## src/sv/ikxd_pkg.sv

```systemverilog
// ============================================================================
// ikxd_pkg - shared types and constants for the keystream XOR decryptor
// Register indexes, mixing constants and the controller-to-datapath
// command bundle.
// ============================================================================
package ikxd_pkg;

  // Configuration port
  localparam int unsigned CFG_IDX_W  = 3;
  localparam int unsigned CFG_DATA_W = 64;

  localparam logic [CFG_IDX_W-1:0] REG_KEY_WORD_0 = 3'd0;
  localparam logic [CFG_IDX_W-1:0] REG_KEY_WORD_1 = 3'd1;
  localparam logic [CFG_IDX_W-1:0] REG_KEY_WORD_2 = 3'd2;
  localparam logic [CFG_IDX_W-1:0] REG_KEY_WORD_3 = 3'd3;
  localparam logic [CFG_IDX_W-1:0] REG_DOMAIN     = 3'd4;

  // Mixing constants
  localparam logic [31:0] GOLDEN_MUL = 32'h9e3779b9;
  localparam logic [31:0] ROT_OFFSET = 32'h6d2b79f5;
  localparam logic [31:0] FIN_MUL_A  = 32'h7feb352d;
  localparam logic [31:0] FIN_MUL_B  = 32'h846ca68b;

  // Key byte offsets for the gathered word; multiplier and offset for the final whitening byte
  localparam logic [4:0] GATHER_OFS_1 = 5'd7;
  localparam logic [4:0] GATHER_OFS_2 = 5'd13;
  localparam logic [4:0] GATHER_OFS_3 = 5'd21;
  localparam logic [7:0] WHITEN_MUL   = 8'd5;
  localparam logic [7:0] WHITEN_OFS   = 8'd11;

  // Commands from controller to datapath
  typedef struct packed {
    logic load;    // beat accepted: capture byte, pick index
    logic mix;     // form the pre-finaliser word
    logic av1;     // first shift-xor and multiply
    logic av2;     // second shift-xor and multiply
    logic fin;     // last shift-xor, byte select, load output register
  } ikxd_cmd_t;

endpackage

```

## src/sv/ikxd_ctrl.sv

```systemverilog
// ============================================================================
// ikxd_ctrl - sequencing controller
// Walks one beat through the datapath steps and owns the output valid.
// ============================================================================
module ikxd_ctrl (
  input  logic             clk,
  input  logic             rst,
  input  logic             in_valid,
  output logic             in_ready,
  output logic             out_valid,
  input  logic             out_ready,
  output ikxd_pkg::ikxd_cmd_t cmd
);
  import ikxd_pkg::*;

  typedef enum logic [2:0] {
    S_IDLE,
    S_MIX,
    S_AV1,
    S_AV2,
    S_FIN
  } state_t;

  state_t state;
  logic   fin_go;

  // Output register may be loaded when empty or being drained this cycle
  assign fin_go   = (state == S_FIN) && (!out_valid || out_ready);
  assign in_ready = (state == S_IDLE);

  // Commands decoded from state
  always_comb begin
    cmd      = '0;
    cmd.load = in_valid && in_ready;
    cmd.mix  = (state == S_MIX);
    cmd.av1  = (state == S_AV1);
    cmd.av2  = (state == S_AV2);
    cmd.fin  = fin_go;
  end

  // State and output valid
  always_ff @(posedge clk) begin
    if (rst) begin
      state     <= S_IDLE;
      out_valid <= 1'b0;
    end else begin
      case (state)
        S_IDLE: if (in_valid) state <= S_MIX;
        S_MIX:  state <= S_AV1;
        S_AV1:  state <= S_AV2;
        S_AV2:  state <= S_FIN;
        S_FIN:  if (fin_go) state <= S_IDLE;
        default: state <= S_IDLE;
      endcase
      if (fin_go) begin
        out_valid <= 1'b1;
      end else if (out_ready) begin
        out_valid <= 1'b0;
      end
    end
  end

endmodule

```

## src/sv/ikxd_datapath.sv

```systemverilog
// ============================================================================
// ikxd_datapath - key store, byte index and keystream arithmetic
// At most one 32x32 multiply per step; each step result is registered.
// ============================================================================
module ikxd_datapath (
  input  logic                                clk,
  input  logic                                rst,
  input  logic                                cfg_write,
  input  logic [ikxd_pkg::CFG_IDX_W-1:0]      cfg_index,
  input  logic [ikxd_pkg::CFG_DATA_W-1:0]     cfg_data,
  input  logic [7:0]                          cipher_byte,
  input  logic                                block_start,
  input  ikxd_pkg::ikxd_cmd_t                 cmd,
  output logic [7:0]                          plain_byte
);
  import ikxd_pkg::*;

  logic [255:0] key;
  logic [31:0]  domain_word;
  logic [31:0]  byte_index;

  logic [31:0]  n_cur;
  logic [7:0]   cipher;
  logic [31:0]  x_mix;
  logic [31:0]  x_av1;
  logic [31:0]  x_av2;

  logic [31:0]  n_sel;
  logic [4:0]   p0, p1, p2, p3, pw;
  logic [31:0]  gathered;
  logic [31:0]  golden;
  logic [31:0]  rot_in;
  logic [4:0]   rot_amt;
  logic [63:0]  rot_wide;
  logic [31:0]  mix_next;
  logic [31:0]  sx1, sx2, sx3;
  logic [31:0]  av1_next, av2_next;
  logic [7:0]   ks_byte;

  // Configuration registers
  always_ff @(posedge clk) begin
    if (rst) begin
      key         <= '0;
      domain_word <= '0;
    end else if (cfg_write) begin
      case (cfg_index)
        REG_KEY_WORD_0: key[63:0]    <= cfg_data;
        REG_KEY_WORD_1: key[127:64]  <= cfg_data;
        REG_KEY_WORD_2: key[191:128] <= cfg_data;
        REG_KEY_WORD_3: key[255:192] <= cfg_data;
        REG_DOMAIN:     domain_word  <= cfg_data[31:0];
        default: ;
      endcase
    end
  end

  // Index of this beat: block start forces zero
  assign n_sel = block_start ? 32'd0 : byte_index;

  always_ff @(posedge clk) begin
    if (rst) begin
      byte_index <= '0;
    end else if (cmd.load) begin
      byte_index <= n_sel + 32'd1;
    end
  end

  // Key byte positions, all mod 32
  assign p0 = n_cur[4:0];
  assign p1 = n_cur[4:0] + GATHER_OFS_1;
  assign p2 = n_cur[4:0] + GATHER_OFS_2;
  assign p3 = n_cur[4:0] + GATHER_OFS_3;
  assign pw = 5'(({3'b000, n_cur[4:0]} * WHITEN_MUL) + WHITEN_OFS);

  assign gathered = {key[{p3, 3'b000} +: 8], key[{p2, 3'b000} +: 8],
                     key[{p1, 3'b000} +: 8], key[{p0, 3'b000} +: 8]};

  // Mix step: golden product, rotated offset, key and domain
  assign golden   = n_cur * GOLDEN_MUL;
  assign rot_in   = n_cur + ROT_OFFSET;
  assign rot_amt  = {1'b0, n_cur[3:0]} + 5'd1;
  assign rot_wide = {rot_in, rot_in} << rot_amt;
  assign mix_next = domain_word ^ golden ^ gathered ^ rot_wide[63:32];

  // Finaliser steps
  assign sx1      = x_mix ^ (x_mix >> 16);
  assign av1_next = sx1 * FIN_MUL_A;
  assign sx2      = x_av1 ^ (x_av1 >> 15);
  assign av2_next = sx2 * FIN_MUL_B;
  assign sx3      = x_av2 ^ (x_av2 >> 16);
  assign ks_byte  = sx3[{n_cur[1:0], 3'b000} +: 8] ^ key[{pw, 3'b000} +: 8];

  // Datapath registers (payload only, no reset)
  always_ff @(posedge clk) begin
    if (cmd.load) begin
      n_cur  <= n_sel;
      cipher <= cipher_byte;
    end
    if (cmd.mix) x_mix <= mix_next;
    if (cmd.av1) x_av1 <= av1_next;
    if (cmd.av2) x_av2 <= av2_next;
    if (cmd.fin) plain_byte <= cipher ^ ks_byte;
  end

endmodule

```

## src/sv/indexed_keystream_xor_decrypt_top.sv

```systemverilog
// ============================================================================
// indexed_keystream_xor_decrypt_top - keyed byte-stream decryptor
// XORs each ciphertext byte with a keystream byte derived from the key,
// the domain word and a running byte index.
// ============================================================================
//  Channel | Direction | Signals                            | Handshake
//  --------+-----------+------------------------------------+-----------------
//  in      | input     | cipher_byte, block_start           | in_valid/in_ready
//  out     | output    | plain_byte                         | out_valid/out_ready
//  cfg     | input     | cfg_index, cfg_data                | cfg_write only
//
//  Each beat goes through capture, mix, two finaliser multiplies and the
//  byte select, with at most one 32x32 multiply per step in the datapath.
//  The output register holds a result while the next beat is accepted.
//  A stalled output holds the last step until the register drains.
//  Synchronous reset clears the key, domain word and byte index to zero.
// ============================================================================
module indexed_keystream_xor_decrypt_top (
  input  logic                            clk,
  input  logic                            rst,
  input  logic                            cfg_write,
  input  logic [ikxd_pkg::CFG_IDX_W-1:0]  cfg_index,
  input  logic [ikxd_pkg::CFG_DATA_W-1:0] cfg_data,
  input  logic                            in_valid,
  output logic                            in_ready,
  input  logic [7:0]                      cipher_byte,
  input  logic                            block_start,
  output logic                            out_valid,
  input  logic                            out_ready,
  output logic [7:0]                      plain_byte
);
  import ikxd_pkg::*;

  ikxd_cmd_t cmd;

  ikxd_ctrl u_ctrl (
    .clk       (clk),
    .rst       (rst),
    .in_valid  (in_valid),
    .in_ready  (in_ready),
    .out_valid (out_valid),
    .out_ready (out_ready),
    .cmd       (cmd)
  );

  ikxd_datapath u_dp (
    .clk         (clk),
    .rst         (rst),
    .cfg_write   (cfg_write),
    .cfg_index   (cfg_index),
    .cfg_data    (cfg_data),
    .cipher_byte (cipher_byte),
    .block_start (block_start),
    .cmd         (cmd),
    .plain_byte  (plain_byte)
  );

endmodule

```

## config.mk

```make
export PLATFORM = sky130hd
export DESIGN_NAME = indexed_keystream_xor_decrypt_top
export DESIGN_NICKNAME = d
export VERILOG_FILES = /design/src/sv/ikxd_pkg.sv /design/src/sv/ikxd_ctrl.sv /design/src/sv/ikxd_datapath.sv /design/src/sv/indexed_keystream_xor_decrypt_top.sv
export SDC_FILE = /design/constraint.sdc
export NUM_CORES = 2
export LEC_CHECK = 0
export ABC_AREA = 1
export BUFFER_PORTS_ARGS = -buffer_cell sky130_fd_sc_hd__buf_2
export CAP_MARGIN = 30
export CORE_UTILIZATION = 58
export CTS_BUF_LIST = sky130_fd_sc_hd__clkbuf_8 sky130_fd_sc_hd__clkbuf_16
export CTS_CLUSTER_SIZE = 12
export DETAILED_ROUTE_END_ITERATION = 7
export PLACE_DENSITY = 0.74
export SLEW_MARGIN = 15
export SYNTH_ARGS = -nofsm -noshare
export SYNTH_HDL_FRONTEND = slang
export SYNTH_SLANG_ARGS = --single-unit
```

## constraint.sdc

```tcl
create_clock -name clk -period 9 [get_ports clk]
set_input_delay 1.8 -clock clk [delete_from_list [all_inputs] [get_ports clk]]
set_output_delay 1.8 -clock clk [all_outputs]
set_load 0.02 [all_outputs]
```

**Word-level counts from Yosys, hierarchy flattened**

Cells that the tools add are included.

- Add/sub/neg operators: 7
- Multipliers: 4
- Eq/ne operators: 10
- Shift operators: 7
- Mux-type cells: 6
- Bitwise operators: 8
- Reductions and logical operators: 13

Operator list:

| kind | count |
|---|---|
| $shiftx 256x9->8 | 5 |
| $xor 32x32->32 | 3 |
| $mul 32x32->32 const B | 2 |
| $shl 64x5->64 | 1 |
| $xor 32x16->32 | 2 |
| $add 32x1->32 const B | 1 |
| $add 32x31->32 const B | 1 |
| $mul 32x31->32 const B | 1 |
| $mux 32 | 1 |
| $shiftx 32x6->8 | 1 |
| $xor 32x17->32 | 1 |
| $xor 8x8->8 | 2 |
| $pmux 3 s5 | 1 |
| $eq 3x2->1 const B | 4 |
| $reduce_and 2->1 | 6 |
| $add 5x4->5 const B | 2 |
| $eq 3x1->1 const B | 2 |
| $eq 3x3->1 const B | 2 |
| $logic_not 3->1 | 2 |
| $mux 3 | 2 |
| $add 4x1->5 const B | 1 |
| $add 5x3->5 const B | 1 |
| $add 5x5->5 const B | 1 |
| $mul 5x3->5 const B | 1 |
| 7 further kinds | 9 |

- Register bits after elaboration: 468
- Input port bits: 81
- Output and inout port bits: 10
- Word-level logic and storage cells: 69

**Depth between registers and ports, before layout**

- Depth in word-level cells: 5
- Gate-level depth with buffers: 36
- Gate-level depth less buffers: 32

**Hierarchy**

From an unflattened synthesis, not the netlist that was laid out.

- Cells, all modules: 7,268
- Area total of the unflattened synthesis: 56,538.0 µm²

Modules (own cells, without submodules):

| module | times used | cells an instance | area each (µm²) | sequential area each (µm²) |
|---|---|---|---|---|
| ikxd_datapath | 1 | 7,237 | 56,341.5 | 10,730.3 |
| ikxd_ctrl | 1 | 31 | 196.4 | 80.1 |

**Worst setup path after synthesis**

Ideal clock, no wire load.

- Kind: reg-to-reg
- Start: reg u_dp.n_cur[3]
- End: reg u_dp.x_mix[24], data pin
- Library setup time: 253 ps
- Arrival time: 6,555 ps
- Data required time: 8,747 ps
- Slack: 2,192 ps
- Stages on the path, launching flop included: 30
- Buffers on the path: 2
- Clock period less this slack: 6,808 ps
- Cells stage by stage: edfxtp_1 buf_4 inv_4 buf_1 fa_1 inv_1 fa_1 fa_1 inv_1 fa_1 inv_1 fa_1 inv_1 fa_1 inv_1 fa_1 fa_1 ha_1 nand2_1 nor4_1 nand3_1 nand3_1 nand2_1 nand2_1 nand2_1 nand2_1 nor2_1 nor2_1 nand3b_1 nand2_1

- Cells in the longest elaborated chain, start to end: 4
- Elaborated cells between the ends (all ways): 9
- Those cells by class: add/sub: 3; mul: 1; shift: 2; bitwise: 3

RTL lines:

| what | RTL line | source |
|---|---|---|
| from (decl) | ikxd_datapath.sv:22 | `logic [31:0] n_cur;` |
| from (signal assigned) | ikxd_datapath.sv:96 | `n_cur <= n_sel;` |
| $mul 32x32->32 / $add 5x5->5 (equally long branches) | ikxd_datapath.sv:79, ikxd_datapath.sv:72 |  |
| $xor 32x32->32 / $shiftx 256x9->8 (equally long branches) | ikxd_datapath.sv:83, ikxd_datapath.sv:75 |  |
| $xor 32x32->32 | ikxd_datapath.sv:83 | `assign mix_next = domain_word ^ golden ^ gathered ^ rot_wide[63:32];` |
| $xor 32x32->32 (*) | ikxd_datapath.sv:83 |  |
| named net u_dp.mix_next[24] | ikxd_datapath.sv:35 | `logic [31:0] mix_next;` |
| to (signal assigned) | ikxd_datapath.sv:99 | `if (cmd.mix) x_mix <= mix_next;` |
| to (decl) | ikxd_datapath.sv:24 | `logic [31:0] x_mix;` |

The timed path passes the listed nets; every way through them passes the cells marked *.
A chain may end at the register's enable or synchronous reset.

**Worst setup path in the final report**

- Start: reg u_dp.n_cur[6]
- End: reg u_dp.x_mix[24], data pin

- Cells in the longest elaborated chain, start to end: 4
- Elaborated cells between the ends (all ways): 6
- Those cells by class: add/sub: 1; mul: 1; shift: 1; bitwise: 3

RTL lines:

| what | RTL line | source |
|---|---|---|
| $mul 32x32->32 | ikxd_datapath.sv:79 | `assign golden = n_cur * GOLDEN_MUL;` |
| $xor 32x32->32 (2 in series) | ikxd_datapath.sv:83 |  |
| $xor 32x32->32 (*) | ikxd_datapath.sv:83 |  |
| named net u_dp.mix_next[24] | ikxd_datapath.sv:35 |  |

Marks and branches as above.

==> flow_metrics.py <==
metrics = {
    "synthesis": {
        "synthCells": 7352,
        "synth_top_cell_area_share_pct": 21.0,
        "async_flop_share_pct": 0,
        "ys_seq_area_share_pct": 19.0,
        "syn_area_um2": 56800,
        "ys.warnings.count": 0,
        "synth_cell_types": 59,
        "yosysTopAreaCell": "fa_1",
        "syn_area_per_cell_um2": 7.73,
        "synth-edff-count": 144,
        "synth_nets": 8655,
        "synth_flop_cell": "dfxtp_1",
        "yosys-top-cells-area": "fa_1, ha_1, dfxtp_1, inv_1, nand2_1",
        "synth_seq_cells": 468,
    },
    "critical_path": {
        "setup.worst_path.class": "flop to flop",
        "crit_fanout": 8,
        "crit_start": "u_dp.n_cur[6]$_DFFE_PP_",
        "crit_required_ns": 9.45,
        "endpoint_kind": "flop",
        "r2r-start": "u_dp.n_cur[6]$_DFFE_PP_",
        "start_kind": "flop",
        "critPathArrivalTime_ns": 8.13,
    },
    "placement": {
        "post-dp-hpwl_mm": 147,
        "gp_congestion": 1.03,
        "numPortBuffers": 90,
    },
    "clock_tree": {
        "clkTransAtPathRegs_ns": 0.06,
        "cts.repair.resized": 0,
        "post_cts_buffers": 0,
        "cts_hold_buf": 0,
        "cts-root-buf": "clkbuf_16",
        "cts_inserted_buffers": 55,
        "clk_path_buf_depth": 3,
        "numClockSinks": 468,
        "clock_tree.htree_level_count": 2,
        "clk_latency_ns": 0.71,
        "cts_tree": "done",
    },
    "drt": {
        "vias": 50563,
        "final_antenna_net_count": 0,
        "drt-total-wl_mm": 190,
        "via_per_inst": 5.87,
        "drtPass1Iterations": 8,
        "drc": 17,
        "wl_per_cell_um": 22.0,
        "first_iter_violations": 5842,
    },
    "grt": {
        "grt_pass1_wl_mm": 288,
        "antenna_found_initial": 3,
        "grt_max_degree": 200,
        "grt_usage_pct": 38.3,
        "grt_util_met1_pct": 51.3,
        "grt_pass1_vias": 48819,
        "gr-usage-met2_pct": 60.1,
        "top_usage_layer": "met2",
        "overflow": 0,
        "met3_usage_pct": 7.02,
    },
    "final_layout": {
        "layout.nets": 8586,
        "seq_area_um2": 10800,
        "drive_gt1_share_pct": 4.22,
        "fillers": 8746,
        "syn2layout_area_growth_pct": 5.87,
        "final_common_cell": "inv_1",
        "final_cell_mix": "inv_1, nand2_1, nand3_1",
        "multi_input_area_um2": 39800,
    },
    "worst_hold_path": {
        "holdCritStartpoint": "u_dp.key[250]$_SDFFE_PP0P_",
        "hold_class": "flop to flop",
    },
    "timing": {
        "max_freq_ghz": 0.130,
        "slew_viol_final": 0,
        "fin_tns_setup_ns": 0,
        "period_minus_slack_ns": 7.67,
        "rsz0062_at_grt": "false",
        "relSlewSlack_pct": 26.8,
        "clock_skew_ns": 0.107,
        "finalHoldViolCount": 0,
        "setup_violations": 0,
        "fin_crit_sh_pct": 85.2,
        "worstMarginPinSlew_ns": 1.09,
    },
    "die": {
        "die_w_um": 315,
        "die_h_um": 315,
        "die-area_um2": 99200,
        "core_area_um2": 96900,
        "start_util_pct": 58.7,
        "rows": 114,
        "ios": 91,
    },
    "outcome": {
        "failed_checks": "design-rule violations",
        "status": "finished with violations",
    },
    "job": {
        "maxCapViolations": 0,
    },
}
==> cell families after synthesis <==
kind of cell | Yosys count | share of synthesized area, %
simple gates | 2519 | 18.9
buf+inv | 1596 | 11.0
compound gates | 1259 | 11.6
fa+ha+maj | 1222 | 34.8
flops | 468 | 19.0
xor+xnor | 288 | 4.68
==> metrics by stage <==
stage	hold slack (ns)	worst slack [ns]	util, %	instance area, um^2	instances
floorplan	0.430	2.19	-	56800	7352
finish	0.464	1.33	62.1	60200	8608
global route	0.477	0.937	62.1	60200	8605
detailed placement	0.453	1.36	60.1	58200	8497
CTS	0.463	1.38	62.1	60100	8599
global placement	0.444	1.51	60.0	58100	8491
==> per-layer routing <==
| metal | routed length, um | share of wire, % | up-vias |
|---|---|---|---|
| li1 | - | - | 23461 |
| met1 | 77100 | 41 | 24114 |
| met2 | 84500 | 45 | 2498 |
| met3 | 18200 | 9.6 | 488 |
| met4 | 9910 | 5.2 | 2 |
| met5 | 13 | 0.0069 | - |
==> cell type report <==
cell class,count,area share [%]
repair buffers,162,1.82
clock inverters,34,0.507
inverters,1308,8.19
clock buffers,68,2.62
multi-input cells,5288,66.2
well taps,1276,2.65
diodes,4,0.0166
flip-flops and latches,468,18.0
==> state kept, by name (all words and copies together) (netlist names) <==
signal and count:
u_dp.key 256, u_dp.byte_index 32, u_dp.domain_word 32, u_dp.n_cur 32, u_dp.x_av1 32, u_dp.x_av2 32
u_dp.x_mix 32, u_dp.cipher 8, u_dp.plain_byte 8, u_ctrl.state 3, u_ctrl.out_valid 1
==> synthesized netlist by cell type, types with 9 or more instances <==
cell and n:
ha_1 626, fa_1 596, a31oi_1 9, a21oi_1 421, o21ai_1 71, buf_1 33, nand4_1 36, xor2_1 161
inv_1 1291, nor3_1 21, inv_2 14, o211ai_1 56, nor4_1 12, nand3b_1 35, o221ai_1 11, nand2_1 1216
clkbuf_1 152, xnor2_1 118, nand3_1 678, edfxtp_1 144, nor2_1 473, o21ai_0 650, buf_2 68, buf_4 23
dfxtp_1 324, buf_6 12
==> path summary, 6_finish.rpt <==
path,cells after the start,slack [ns],end
min,2,0.46,u_dp.key[250]$_SDFFE_PP0P_
max,27,1.33,u_dp.x_mix[24]$_DFFE_PP_
min reg2reg,2,0.46,u_dp.key[250]$_SDFFE_PP0P_
max reg2reg,27,1.33,u_dp.x_mix[24]$_DFFE_PP_
==> critical path: stages, from the launching register on <==
cell and delay [ns]:
edfxtp_1 0.60, inv_1 0.43, fa_1 0.61, inv_1 0.05, fa_1 0.39, fa_1 0.49, inv_1 0.05, fa_1 0.49
inv_1 0.06, fa_1 0.49, inv_1 0.06, fa_1 0.52, inv_1 0.05, fa_1 0.49, fa_1 0.43, ha_1 0.44
nand2_1 0.20, nor4_1 0.43, nand3_1 0.20, nand3_1 0.11, nand2_1 0.07, nand2_1 0.06, nand2_1 0.06, nand2_1 0.06
nor2_1 0.04, nor2_1 0.34, nand3b_1 0.17, nand2_1 0.06
Power is left out: the tool's default activity adds up to more than one toggle a clock period on the data nets, which glitch-free logic cannot reach.
